[config.mk]
export PLATFORM = sky130hd
export DESIGN_NAME = vector_norm_normalize_engine_flat
export DESIGN_NICKNAME = d
export VERILOG_FILES = /design/src/vnn_pkg.sv /design/src/vnn_if.sv /design/src/vector_norm_normalize_engine.sv /design/src/flat_wrapper.sv
export SDC_FILE = /design/constraint.sdc
export NUM_CORES = 2
export LEC_CHECK = 0
export BUFFER_PORTS_ARGS = -buffer_cell sky130_fd_sc_hd__buf_2
export CORE_MARGIN = 8
export CORE_UTILIZATION = 51
export CTS_CLUSTER_SIZE = 10
export DETAILED_ROUTE_END_ITERATION = 8
export GPL_TIMING_DRIVEN = 1
export PLACE_DENSITY = 0.75
export SLEW_MARGIN = 20
export SYNTH_ARGS = -nofsm -noshare
export SYNTH_HDL_FRONTEND = slang
export SYNTH_SLANG_ARGS = --single-unit
export TNS_END_PERCENT = 10
[constraint.sdc]
create_clock -name i_clk -period 10.55 [get_ports i_clk]
set_input_delay 0.5275 -clock i_clk [delete_from_list [all_inputs] [get_ports i_clk]]
set_output_delay 0.5275 -clock i_clk [all_outputs]
set_load 0.05 [all_outputs]
[src/vnn_pkg.sv]
package vnn_pkg;

    localparam int DATA_W    = 24;
    localparam int VALUE_W   = 32;
    localparam int ACC_W     = 64;
    localparam int MODE_W    = 3;
    localparam int MAX_LEN   = 64;
    localparam int FRAC_BITS = 16;

    localparam int ADDR_W   = (MAX_LEN > 1) ? $clog2(MAX_LEN) : 1;
    localparam int CNT_W    = $clog2(MAX_LEN + 1);
    localparam int MAG_W    = DATA_W;
    localparam int PROD_W   = 2 * MAG_W;
    localparam int ROOT_W   = ACC_W / 2;
    localparam int DIV_W    = DATA_W + FRAC_BITS;
    localparam int STEP_MAX = (DIV_W > ROOT_W) ? DIV_W : ROOT_W;
    localparam int STEP_W   = $clog2(STEP_MAX);

    typedef enum logic [MODE_W-1:0] {
        MODE_L2     = 3'd0,
        MODE_L1     = 3'd1,
        MODE_MAXMAG = 3'd2,
        MODE_MIN    = 3'd3,
        MODE_MAX    = 3'd4,
        MODE_DIST   = 3'd5,
        MODE_L2N    = 3'd6,
        MODE_L1N    = 3'd7
    } t_mode;

endpackage

[src/vnn_if.sv]
interface vnn_in_if;
    logic                       valid;
    logic                       ready;
    logic [vnn_pkg::DATA_W-1:0] elem_a;
    logic [vnn_pkg::DATA_W-1:0] elem_b;
    logic                       is_last;

    modport source (output valid, output elem_a, output elem_b, output is_last, input ready);
    modport sink (input valid, input elem_a, input elem_b, input is_last, output ready);
endinterface

interface vnn_out_if;
    logic                        valid;
    logic                        ready;
    logic [vnn_pkg::VALUE_W-1:0] value;
    logic                        zero_norm;
    logic                        overflow;
    logic                        last_out;

    modport source (output valid, output value, output zero_norm, output overflow,
                    output last_out, input ready);
    modport sink (input valid, input value, input zero_norm, input overflow,
                  input last_out, output ready);
endinterface

interface vnn_cfg_if;
    logic                       valid;
    logic                       ready;
    logic [vnn_pkg::MODE_W-1:0] data;

    modport source (output valid, output data, input ready);
    modport sink (input valid, input data, output ready);
endinterface

[src/vector_norm_normalize_engine.sv]
// Vector norm and normalize engine.
// Elements of a vector arrive as beats on i_in (signed Q7.16, is_last on the final
// beat); results leave as beats on o_out. The mode register is written through i_cfg,
// which is ready only while the engine is idle; a write abandons the vector in progress.
// Per element: L1 and the extreme modes update on the accepted beat, the squaring modes
// (L2, distance, L2 normalize) run the bit-serial shift-add multiplier (24 steps), then accumulate.
// After the last element: the square-root modes run a bit-serial root of 32 steps; L2
// and distance then load one result beat, as do L1 and the extreme modes. The normalize
// modes read each stored element from the 64-entry element memory and divide it by the norm
// with a bit-serial restoring divider of 40 steps, skipped when the norm is zero.
// Results go through a single output register. A new vector is accepted while the final
// result of the previous one waits there. When the receiver stalls, the engine holds in
// its current result state until the output register is free. Synchronous active-low
// reset returns the engine to idle with mode 0 and an empty vector; the element memory is
// not cleared, since only entries written for the current vector are ever read.
module vector_norm_normalize_engine (
    input  logic     i_clk,
    input  logic     i_rst_n,
    vnn_in_if.sink   i_in,
    vnn_out_if.source o_out,
    vnn_cfg_if.sink  i_cfg
);

    localparam int DATA_W  = vnn_pkg::DATA_W;
    localparam int VALUE_W = vnn_pkg::VALUE_W;
    localparam int ACC_W   = vnn_pkg::ACC_W;
    localparam int ADDR_W  = vnn_pkg::ADDR_W;
    localparam int CNT_W   = vnn_pkg::CNT_W;
    localparam int MAG_W   = vnn_pkg::MAG_W;
    localparam int PROD_W  = vnn_pkg::PROD_W;
    localparam int ROOT_W  = vnn_pkg::ROOT_W;
    localparam int DIV_W   = vnn_pkg::DIV_W;
    localparam int STEP_W  = vnn_pkg::STEP_W;
    localparam int FRAC    = vnn_pkg::FRAC_BITS;
    localparam int MAX_LEN = vnn_pkg::MAX_LEN;

    typedef enum logic [9:0] {
        S_IDLE     = 10'b0000000001,
        S_MUL      = 10'b0000000010,
        S_ACC      = 10'b0000000100,
        S_FIN      = 10'b0000001000,
        S_SQRT     = 10'b0000010000,
        S_RED_OUT  = 10'b0000100000,
        S_NORM_RD  = 10'b0001000000,
        S_DSET     = 10'b0010000000,
        S_DIV      = 10'b0100000000,
        S_NORM_OUT = 10'b1000000000
    } t_state;

    function automatic logic [VALUE_W-1:0] sat_pos(input logic [ACC_W-1:0] m);
        logic big;
        big = |m[ACC_W-1:VALUE_W-1];
        return big ? {1'b0, {(VALUE_W-1){1'b1}}} : m[VALUE_W-1:0];
    endfunction

    function automatic logic [VALUE_W-1:0] sat_signed(input logic neg,
                                                     input logic [ACC_W-1:0] m);
        logic big;
        big = |m[ACC_W-1:VALUE_W-1];
        if (neg) begin
            return big ? {1'b1, {(VALUE_W-1){1'b0}}} : (~m[VALUE_W-1:0] + VALUE_W'(1));
        end
        return sat_pos(m);
    endfunction

    function automatic logic [MAG_W-1:0] mag24(input logic [DATA_W-1:0] v);
        return v[DATA_W-1] ? (~v + DATA_W'(1)) : v;
    endfunction

    t_state              r_state;
    vnn_pkg::t_mode      r_mode;
    logic [ACC_W-1:0]    r_acc;
    logic [DATA_W-1:0]   r_ext;
    logic [CNT_W-1:0]    r_count;
    logic                r_first;
    logic                r_ovf;
    logic                r_last;
    logic [STEP_W-1:0]   r_cnt;
    logic [MAG_W-1:0]    r_mcand;
    logic [PROD_W-1:0]   r_prod;
    logic [ACC_W-1:0]    r_rad;
    logic [ROOT_W+1:0]   r_sq_rem;
    logic [ROOT_W-1:0]   r_root;
    logic [ACC_W-1:0]    r_norm;
    logic [CNT_W-1:0]    r_k;
    logic [DATA_W-1:0]   r_rd;
    logic [DATA_W-1:0]   r_elem;
    logic                r_neg;
    logic [DIV_W-1:0]    r_dq;
    logic [DIV_W-1:0]    r_dv_rem;
    logic                r_out_valid;
    logic [VALUE_W-1:0]  r_out_value;
    logic                r_out_zero;
    logic                r_out_ovf;
    logic                r_out_last;
    logic [DATA_W-1:0]   r_mem [MAX_LEN];

    logic                w_in_fire;
    logic                w_cfg_fire;
    logic                w_out_free;
    logic                w_out_load;
    logic                w_room;
    logic                w_go_mul;
    logic [MAG_W-1:0]    w_mag_a;
    logic [DATA_W:0]     w_diff;
    logic [MAG_W-1:0]    w_mag_d;
    logic [ACC_W-1:0]    w_acc_in;
    logic [ACC_W:0]      w_acc_sum;
    logic [MAG_W:0]      w_mul_sum;
    logic [ROOT_W+3:0]   w_sq_sh;
    logic [ROOT_W+3:0]   w_sq_trial;
    logic                w_sq_ge;
    logic [ROOT_W-1:0]   w_root_nx;
    logic [DIV_W:0]      w_dv_sh;
    logic                w_dv_ge;
    logic                w_norm_last;
    logic [VALUE_W-1:0]  w_red_value;
    logic [VALUE_W-1:0]  w_norm_value;

    assign w_in_fire  = i_in.valid && i_in.ready;
    assign w_cfg_fire = i_cfg.valid && i_cfg.ready;
    assign w_out_free = !r_out_valid || o_out.ready;
    assign w_out_load = ((r_state == S_RED_OUT) || (r_state == S_NORM_OUT)) && w_out_free;
    assign w_room     = r_count < CNT_W'(MAX_LEN);
    assign w_go_mul   = w_room && ((r_mode == vnn_pkg::MODE_L2) ||
                                   (r_mode == vnn_pkg::MODE_L2N) ||
                                   (r_mode == vnn_pkg::MODE_DIST));

    assign i_cfg.ready = (r_state == S_IDLE);
    assign i_in.ready  = (r_state == S_IDLE) && !i_cfg.valid;

    assign o_out.valid     = r_out_valid;
    assign o_out.value     = r_out_value;
    assign o_out.zero_norm = r_out_zero;
    assign o_out.overflow  = r_out_ovf;
    assign o_out.last_out  = r_out_last;

    assign w_mag_a = mag24(i_in.elem_a);
    assign w_diff  = {i_in.elem_a[DATA_W-1], i_in.elem_a} - {i_in.elem_b[DATA_W-1], i_in.elem_b};
    assign w_mag_d = w_diff[DATA_W] ? MAG_W'(~w_diff + (DATA_W+1)'(1)) : w_diff[MAG_W-1:0];

    assign w_acc_in  = (r_state == S_ACC) ? ACC_W'(r_prod) : ACC_W'(w_mag_a);
    assign w_acc_sum = {1'b0, r_acc} + {1'b0, w_acc_in};

    assign w_mul_sum = {1'b0, r_prod[PROD_W-1:MAG_W]} + (r_prod[0] ? {1'b0, r_mcand} : '0);

    assign w_sq_sh    = {r_sq_rem, r_rad[ACC_W-1 -: 2]};
    assign w_sq_trial = {2'b00, r_root, 2'b01};
    assign w_sq_ge    = w_sq_sh >= w_sq_trial;
    assign w_root_nx  = {r_root[ROOT_W-2:0], w_sq_ge};

    assign w_dv_sh = {r_dv_rem, r_dq[DIV_W-1]};
    assign w_dv_ge = ACC_W'(w_dv_sh) >= r_norm;

    assign w_norm_last = (r_k + CNT_W'(1)) == r_count;

    always_comb begin
        unique case (r_mode)
            vnn_pkg::MODE_L2, vnn_pkg::MODE_DIST, vnn_pkg::MODE_L2N: begin
                w_red_value = sat_pos(ACC_W'(r_root));
            end
            vnn_pkg::MODE_L1, vnn_pkg::MODE_L1N: begin
                w_red_value = sat_pos(r_acc);
            end
            vnn_pkg::MODE_MAXMAG: begin
                w_red_value = VALUE_W'(r_ext);
            end
            vnn_pkg::MODE_MIN, vnn_pkg::MODE_MAX: begin
                w_red_value = VALUE_W'($signed(r_ext));
            end
        endcase
    end

    assign w_norm_value = (r_norm == '0) ? VALUE_W'($signed(r_elem))
                                         : sat_signed(r_neg, ACC_W'(r_dq));

    always_ff @(posedge i_clk) begin
        if (w_in_fire && w_room) begin
            r_mem[r_count[ADDR_W-1:0]] <= i_in.elem_a;
        end
        r_rd <= r_mem[r_k[ADDR_W-1:0]];
    end

    always_ff @(posedge i_clk) begin
        if (!i_rst_n) begin
            r_state     <= S_IDLE;
            r_mode      <= vnn_pkg::MODE_L2;
            r_acc       <= '0;
            r_ext       <= '0;
            r_count     <= '0;
            r_first     <= 1'b0;
            r_ovf       <= 1'b0;
            r_out_valid <= 1'b0;
        end else begin
            if (w_out_load) begin
                r_out_valid <= 1'b1;
            end else if (o_out.ready) begin
                r_out_valid <= 1'b0;
            end
            unique case (r_state)
                S_IDLE: begin
                    if (w_cfg_fire) begin
                        r_mode  <= vnn_pkg::t_mode'(i_cfg.data);
                        r_acc   <= '0;
                        r_ext   <= '0;
                        r_count <= '0;
                        r_first <= 1'b0;
                        r_ovf   <= 1'b0;
                    end else if (w_in_fire) begin
                        r_last  <= i_in.is_last;
                        r_state <= w_go_mul ? S_MUL : (i_in.is_last ? S_FIN : S_IDLE);
                        if (!w_room) begin
                            r_ovf <= 1'b1;
                        end else begin
                            r_count <= r_count + CNT_W'(1);
                            r_first <= 1'b1;
                            unique case (r_mode)
                                vnn_pkg::MODE_L2, vnn_pkg::MODE_L2N: begin
                                    r_mcand <= w_mag_a;
                                    r_prod  <= PROD_W'(w_mag_a);
                                    r_cnt   <= STEP_W'(MAG_W - 1);
                                end
                                vnn_pkg::MODE_DIST: begin
                                    r_mcand <= w_mag_d;
                                    r_prod  <= PROD_W'(w_mag_d);
                                    r_cnt   <= STEP_W'(MAG_W - 1);
                                end
                                vnn_pkg::MODE_L1, vnn_pkg::MODE_L1N: begin
                                    if (w_acc_sum[ACC_W]) begin
                                        r_acc <= '1;
                                        r_ovf <= 1'b1;
                                    end else begin
                                        r_acc <= w_acc_sum[ACC_W-1:0];
                                    end
                                end
                                vnn_pkg::MODE_MAXMAG: begin
                                    if (!r_first || w_mag_a > r_ext) begin
                                        r_ext <= w_mag_a;
                                    end
                                end
                                vnn_pkg::MODE_MIN: begin
                                    if (!r_first || $signed(i_in.elem_a) < $signed(r_ext)) begin
                                        r_ext <= i_in.elem_a;
                                    end
                                end
                                vnn_pkg::MODE_MAX: begin
                                    if (!r_first || $signed(i_in.elem_a) > $signed(r_ext)) begin
                                        r_ext <= i_in.elem_a;
                                    end
                                end
                            endcase
                        end
                    end
                end
                S_MUL: begin
                    r_prod <= {w_mul_sum, r_prod[MAG_W-1:1]};
                    if (r_cnt == '0) begin
                        r_state <= S_ACC;
                    end else begin
                        r_cnt <= r_cnt - STEP_W'(1);
                    end
                end
                S_ACC: begin
                    if (w_acc_sum[ACC_W]) begin
                        r_acc <= '1;
                        r_ovf <= 1'b1;
                    end else begin
                        r_acc <= w_acc_sum[ACC_W-1:0];
                    end
                    r_state <= r_last ? S_FIN : S_IDLE;
                end
                S_FIN: begin
                    unique case (r_mode)
                        vnn_pkg::MODE_L2, vnn_pkg::MODE_DIST, vnn_pkg::MODE_L2N: begin
                            r_rad    <= r_acc;
                            r_sq_rem <= '0;
                            r_root   <= '0;
                            r_cnt    <= STEP_W'(ROOT_W - 1);
                            r_state  <= S_SQRT;
                        end
                        vnn_pkg::MODE_L1N: begin
                            r_norm  <= r_acc;
                            r_k     <= '0;
                            r_state <= S_NORM_RD;
                        end
                        vnn_pkg::MODE_L1, vnn_pkg::MODE_MAXMAG, vnn_pkg::MODE_MIN,
                        vnn_pkg::MODE_MAX: begin
                            r_state <= S_RED_OUT;
                        end
                    endcase
                end
                S_SQRT: begin
                    r_rad  <= {r_rad[ACC_W-3:0], 2'b00};
                    r_root <= w_root_nx;
                    if (w_sq_ge) begin
                        r_sq_rem <= (ROOT_W+2)'(w_sq_sh - w_sq_trial);
                    end else begin
                        r_sq_rem <= w_sq_sh[ROOT_W+1:0];
                    end
                    if (r_cnt == '0) begin
                        if (r_mode == vnn_pkg::MODE_L2N) begin
                            r_norm  <= ACC_W'(w_root_nx);
                            r_k     <= '0;
                            r_state <= S_NORM_RD;
                        end else begin
                            r_state <= S_RED_OUT;
                        end
                    end else begin
                        r_cnt <= r_cnt - STEP_W'(1);
                    end
                end
                S_RED_OUT: begin
                    if (w_out_free) begin
                        r_out_value <= w_red_value;
                        r_out_zero  <= 1'b0;
                        r_out_ovf   <= r_ovf;
                        r_out_last  <= 1'b1;
                        r_acc       <= '0;
                        r_ext       <= '0;
                        r_count     <= '0;
                        r_first     <= 1'b0;
                        r_ovf       <= 1'b0;
                        r_state     <= S_IDLE;
                    end
                end
                S_NORM_RD: begin
                    r_state <= S_DSET;
                end
                S_DSET: begin
                    r_elem   <= r_rd;
                    r_neg    <= r_rd[DATA_W-1];
                    r_dq     <= {mag24(r_rd), {FRAC{1'b0}}};
                    r_dv_rem <= '0;
                    r_cnt    <= STEP_W'(DIV_W - 1);
                    r_state  <= (r_norm == '0) ? S_NORM_OUT : S_DIV;
                end
                S_DIV: begin
                    r_dq <= {r_dq[DIV_W-2:0], w_dv_ge};
                    if (w_dv_ge) begin
                        r_dv_rem <= DIV_W'(w_dv_sh - r_norm[DIV_W:0]);
                    end else begin
                        r_dv_rem <= w_dv_sh[DIV_W-1:0];
                    end
                    if (r_cnt == '0) begin
                        r_state <= S_NORM_OUT;
                    end else begin
                        r_cnt <= r_cnt - STEP_W'(1);
                    end
                end
                S_NORM_OUT: begin
                    if (w_out_free) begin
                        r_out_value <= w_norm_value;
                        r_out_zero  <= (r_norm == '0);
                        r_out_ovf   <= r_ovf;
                        r_out_last  <= w_norm_last;
                        if (w_norm_last) begin
                            r_acc   <= '0;
                            r_ext   <= '0;
                            r_count <= '0;
                            r_first <= 1'b0;
                            r_ovf   <= 1'b0;
                            r_state <= S_IDLE;
                        end else begin
                            r_k     <= r_k + CNT_W'(1);
                            r_state <= S_NORM_RD;
                        end
                    end
                end
            endcase
        end
    end

    a_count_bound: assert property (@(posedge i_clk) disable iff (!i_rst_n)
        r_count <= CNT_W'(MAX_LEN))
        else $error("Element count exceeds the store depth.");

    a_div_norm: assert property (@(posedge i_clk) disable iff (!i_rst_n)
        r_state == S_DIV |-> r_norm != '0)
        else $error("Division started with a zero norm.");

    a_read_in_range: assert property (@(posedge i_clk) disable iff (!i_rst_n)
        r_state == S_NORM_RD |-> r_k < r_count)
        else $error("Normalize read beyond the stored elements.");

    a_last_clears: assert property (@(posedge i_clk) disable iff (!i_rst_n)
        (r_state == S_NORM_OUT && w_out_free && w_norm_last) |=>
            (r_count == '0 && r_state == S_IDLE && r_out_last))
        else $error("Final normalize beat did not end the vector.");

endmodule

[src/flat_wrapper.sv]
// flat-port wrapper written by rule: the top's interface ports become plain ports
module vector_norm_normalize_engine_flat 
  (i_clk, i_rst_n, i_in_valid, i_in_elem_a, i_in_elem_b, i_in_is_last, i_in_ready, o_out_valid, o_out_value, o_out_zero_norm, o_out_overflow, o_out_last_out, o_out_ready, i_cfg_valid, i_cfg_data, i_cfg_ready);
  vnn_in_if i_in_i ();
  vnn_out_if o_out_i ();
  vnn_cfg_if i_cfg_i ();
  input  logic i_clk;
  input  logic i_rst_n;
  input wire logic [$bits(i_in_i.valid)-1:0] i_in_valid;
  input wire logic [$bits(i_in_i.elem_a)-1:0] i_in_elem_a;
  input wire logic [$bits(i_in_i.elem_b)-1:0] i_in_elem_b;
  input wire logic [$bits(i_in_i.is_last)-1:0] i_in_is_last;
  output wire logic [$bits(i_in_i.ready)-1:0] i_in_ready;
  output wire logic [$bits(o_out_i.valid)-1:0] o_out_valid;
  output wire logic [$bits(o_out_i.value)-1:0] o_out_value;
  output wire logic [$bits(o_out_i.zero_norm)-1:0] o_out_zero_norm;
  output wire logic [$bits(o_out_i.overflow)-1:0] o_out_overflow;
  output wire logic [$bits(o_out_i.last_out)-1:0] o_out_last_out;
  input wire logic [$bits(o_out_i.ready)-1:0] o_out_ready;
  input wire logic [$bits(i_cfg_i.valid)-1:0] i_cfg_valid;
  input wire logic [$bits(i_cfg_i.data)-1:0] i_cfg_data;
  output wire logic [$bits(i_cfg_i.ready)-1:0] i_cfg_ready;
  assign i_in_i.valid = i_in_valid;
  assign i_in_i.elem_a = i_in_elem_a;
  assign i_in_i.elem_b = i_in_elem_b;
  assign i_in_i.is_last = i_in_is_last;
  assign i_in_ready = i_in_i.ready;
  assign o_out_valid = o_out_i.valid;
  assign o_out_value = o_out_i.value;
  assign o_out_zero_norm = o_out_i.zero_norm;
  assign o_out_overflow = o_out_i.overflow;
  assign o_out_last_out = o_out_i.last_out;
  assign o_out_i.ready = o_out_ready;
  assign i_cfg_i.valid = i_cfg_valid;
  assign i_cfg_i.data = i_cfg_data;
  assign i_cfg_ready = i_cfg_i.ready;
  vector_norm_normalize_engine u_core (.i_clk(i_clk), .i_rst_n(i_rst_n), .i_in(i_in_i), .o_out(o_out_i), .i_cfg(i_cfg_i));
endmodule
==> metrics.md <==
| Metric | Value |
|---|---|
| CTS buffer count | 232 |
| Hold Path Class | in2reg |
| Sequential area share after synthesis | 64.7% |
| Fin nets | 6,797 |
| Row Count | 158 |
| Max-Cap Viols | 0 |
| Share of layout cells above drive strength 1 | 17.6% |
| Post-CTS resize count | 0 |
| Slowest cell on crit path | o31ai_1 |
| Status | completed |
| Psw | 4.84 mW |
| Crit-path cells | buf_2 -> buf_4 -> or4_1 -> or4_4 -> or3_1 -> or4_4 -> nor3_1 -> nor2b_1 -> xnor2_1 -> a21oi_1 -> ha_1 -> nand2_1 -> o21a_1 -> o21ai_0 -> a21oi_1 -> o211ai_1 -> a21oi_1 -> o31ai_1 -> nor2b_2 -> buf_4 -> o21ai_0 -> a21oi_1 |
| Core area | 185,000 µm² |
| Postcts setup bufs | 0 |
| Worst Path Arrival | 7.45 ns |
| CTS Sinks | 2,090 |
| Area delta synth->final | 11.1% |
| Hpwl dp | 169 mm |
| VDD IR max | 0.166 mV |
| Cell Area, Placed | 98,700 µm² |
| Vias/cell | 6.50 |
| Post-Syn Instances | 6,340 |
| GPL Wtd Cong | 0.953 |
| CP max stage delay | 0.87 ns |
| Crit path time final | 6.66 ns |
| Most frequent cells in the layout | 1,955 x edfxtp_1, 504 x mux4_2, 465 x nand2_1 |
| Commonest non-fill, non-tap cell in the layout | edfxtp_1 |
| ANT nets after route | 0 |
| Post-synthesis cell type count | 96 |
| Gr usage total | 27.0% |
| Largest net degree at the start of global routing | 162 |
| Syn_nets | 6,627 |
| RSZ-0062 raised after global routing | false |
| Most common cell on crit path | a21oi_1 |
| CTS H-tree depth | 4 |
| First-pass GRT wire length | 396 mm |
| Fmax | 150 MHz |
| Root buf cell | clkbuf_16 |
| Final WS setup | 3.89 ns |
| Period utilisation layout | 63.1% |
| Post-synthesis register bit count | 2,090 |
| Final slew viol count | 0 |
| Max clock buf depth | 3 |
| Initial Util | 51.2% |
| Input/output buffers | 94 |
| Slew @ Worst Pin | 1.26 ns |
| Total gr overflow | 0 |
| Post-synth top flop | edfxtp_1 |
| Switching share of power | 25.7% |
| Final Hold Vio Count | 0 |
| Reg power frac | 50.1% |
| CP Capture Type | flop |
| Synthesized area per cell | 15.0 µm² |
| Fin Setup TNS | 0 ns |
| Final instance area | 105,000 µm² |
| Worst-path maximum fanout | 43 |
| Filler Cell Count | 13,900 |
| Startpoint Class | input port |
| Antenna violations before repair | 20 |
| Die height | 447 µm |
| Lkg Pwr | 35.5 nW |
| # IOs | 95 |
| Vias in the first global route | 58,600 |
| Clock Power Share | 38.9% |
| Worst R2R Setup Slack | 4.45 ns |
| Worst setup path class | in2reg |
| Final WL | 276 mm |
| Post-cts hold buffer count | 1 |
| Async S/R FF share, synth | 0% |
| Drc violations | 0 |
| DR WL/cell | 30.3 µm |
| EDFF count, synth | 1,955 |
| PwrDens | 179 nW/µm² |
| Gate power share | 11.0% |
| DRT Pass-1 Iters | 7 |
| Mapped cell area | 94,900 µm² |
| Req. time, crit path | 11.34 ns |
| DIE WIDTH | 447 µm |
| Worst skew pair latency | 0.89 ns |
| Pre-CTS setup slack | 3.10 ns |
| Endpoints failing setup | 0 |
| Slew HR | 15.7% |
| Int Pwr | 14.0 mW |
| Die area | 200,000 µm² |
| CTS tree | built |
| Vias post-DR | 59,300 |
| Yosys Warn Count | 0 |
| Clock transition at path regs | 0.06 ns |
| Setup Skew | 0.114 ns |
| Iter 0 DRT Violations | 7,705 |
==> power by group through the flow <==
stage / clock [mW] / sequential (mW) / combinational, mW
4_1_cts: 7.39 / 9.44 / 2.03
2_1_floorplan: 0 / 9.49 / 1.30
5_1_grt: 7.69 / 9.45 / 2.22
3_3_place_gp: 0 / 9.60 / 1.98
3_5_place_dp: 0 / 9.61 / 2.02
6_report: 7.33 / 9.45 / 2.07
==> Yosys cell counts, types with 39 or more instances <==
cell type / count / area, µm²
a21o_1: 144 / 1080
mux2i_1: 42 / 420
nand3_1: 76 / 380
buf_1: 55 / 206
ha_1: 226 / 2830
dfxtp_1: 135 / 2700
o21ai_0: 333 / 1670
a21oi_1: 341 / 1710
and2_1: 102 / 638
edfxtp_1: 1955 / 58700
nand2_1: 466 / 1750
xnor2_1: 130 / 1140
nor2_1: 471 / 1770
a31oi_1: 40 / 250
clkbuf_1: 245 / 920
nor4_1: 42 / 263
nor3_1: 78 / 390
mux4_2: 504 / 11400
xor2_1: 98 / 858
inv_1: 223 / 837
nand4_1: 39 / 244
==> critical path, delay by kind of cell <==
kind | cells | cell delay [ns]
compound gates | 9 | 2.17
xor+xnor | 1 | 0.29
buf+inv | 3 | 1.15
fa+ha+maj | 1 | 0.43
simple gates | 8 | 2.82
==> metrics by stage <==
stage                     cells  util (%)  power (mW)  hold WS [ns]
final                      9124      56.9        18.8         0.110
after detailed placement   8753      53.3        11.6         0.452
after CTS                  9113      56.9        18.9        0.0309
after global placement     8753      53.3        11.6         0.445
after global routing       9116      56.9        19.4        0.0641
after floorplan            6340         -        10.8         0.426
==> state kept, by name, indices dropped and copies added, names as in the netlist, 3 cells and up <==
| signal | count |
|---|---|
| u_core.r_norm | 64 |
| u_core.r_elem | 24 |
| u_core.r_dq | 40 |
| u_core.r_sq_rem | 34 |
| u_core.r_ext | 24 |
| u_core.r_cnt | 6 |
| u_core.r_dv_rem | 40 |
| u_core.r_count | 7 |
| u_core.r_rad | 64 |
| u_core.r_state | 10 |
| u_core.r_mode | 3 |
| u_core.r_k | 7 |
| u_core.r_acc | 64 |
| u_core.r_rd | 24 |
| u_core.r_mcand | 24 |
| u_core.o_out.value | 32 |
| u_core.r_mem | 1536 |
| u_core.r_root | 32 |
| u_core.r_prod | 48 |
==> final cells by class <==
type                    instances  area, µm²  share of cell area (%)
multi-input cells            3712      31700                    30.1
clock buffers                 334       6230                    5.91
inverters                     224        841                   0.797
flip-flops and latches       2090      61400                    58.2
clock inverters                25        452                   0.428
diodes                          9       22.5                  0.0214
repair buffers                250       1710                    1.62
well taps                    2480       3100                    2.94
==> logic make-up after synthesis <==
logic type / share of synthesized area (%)
xor+xnor: 2.21
mux: 12.7
fa+ha+maj: 3.06
simple gates: 7.35
flops: 64.7
buf+inv: 2.16
compound gates: 7.80
==> layer usage <==
metal / share of wire, % / track usage [%]
met2: 48 / 44.4
met4: 6.3 / 14.4
met1: 36 / 33.6
met5: 0.012 / 0
met3: 10 / 5.72
==> worst paths after layout <==
check                                   endpoint  cells past startpoint               from
worst max register to register  u_core.r_acc[13]                     21  u_core.r_state[5]
worst min-delay path               u_core.r_last                      2         i_in_valid
worst max-delay path            u_core.r_acc[13]                     22     i_in_elem_a[1]
worst min register to register  u_core.r_ext[11]                      2   u_core.r_ext[11]
Note: power is estimated with default switching activity, not from simulation.
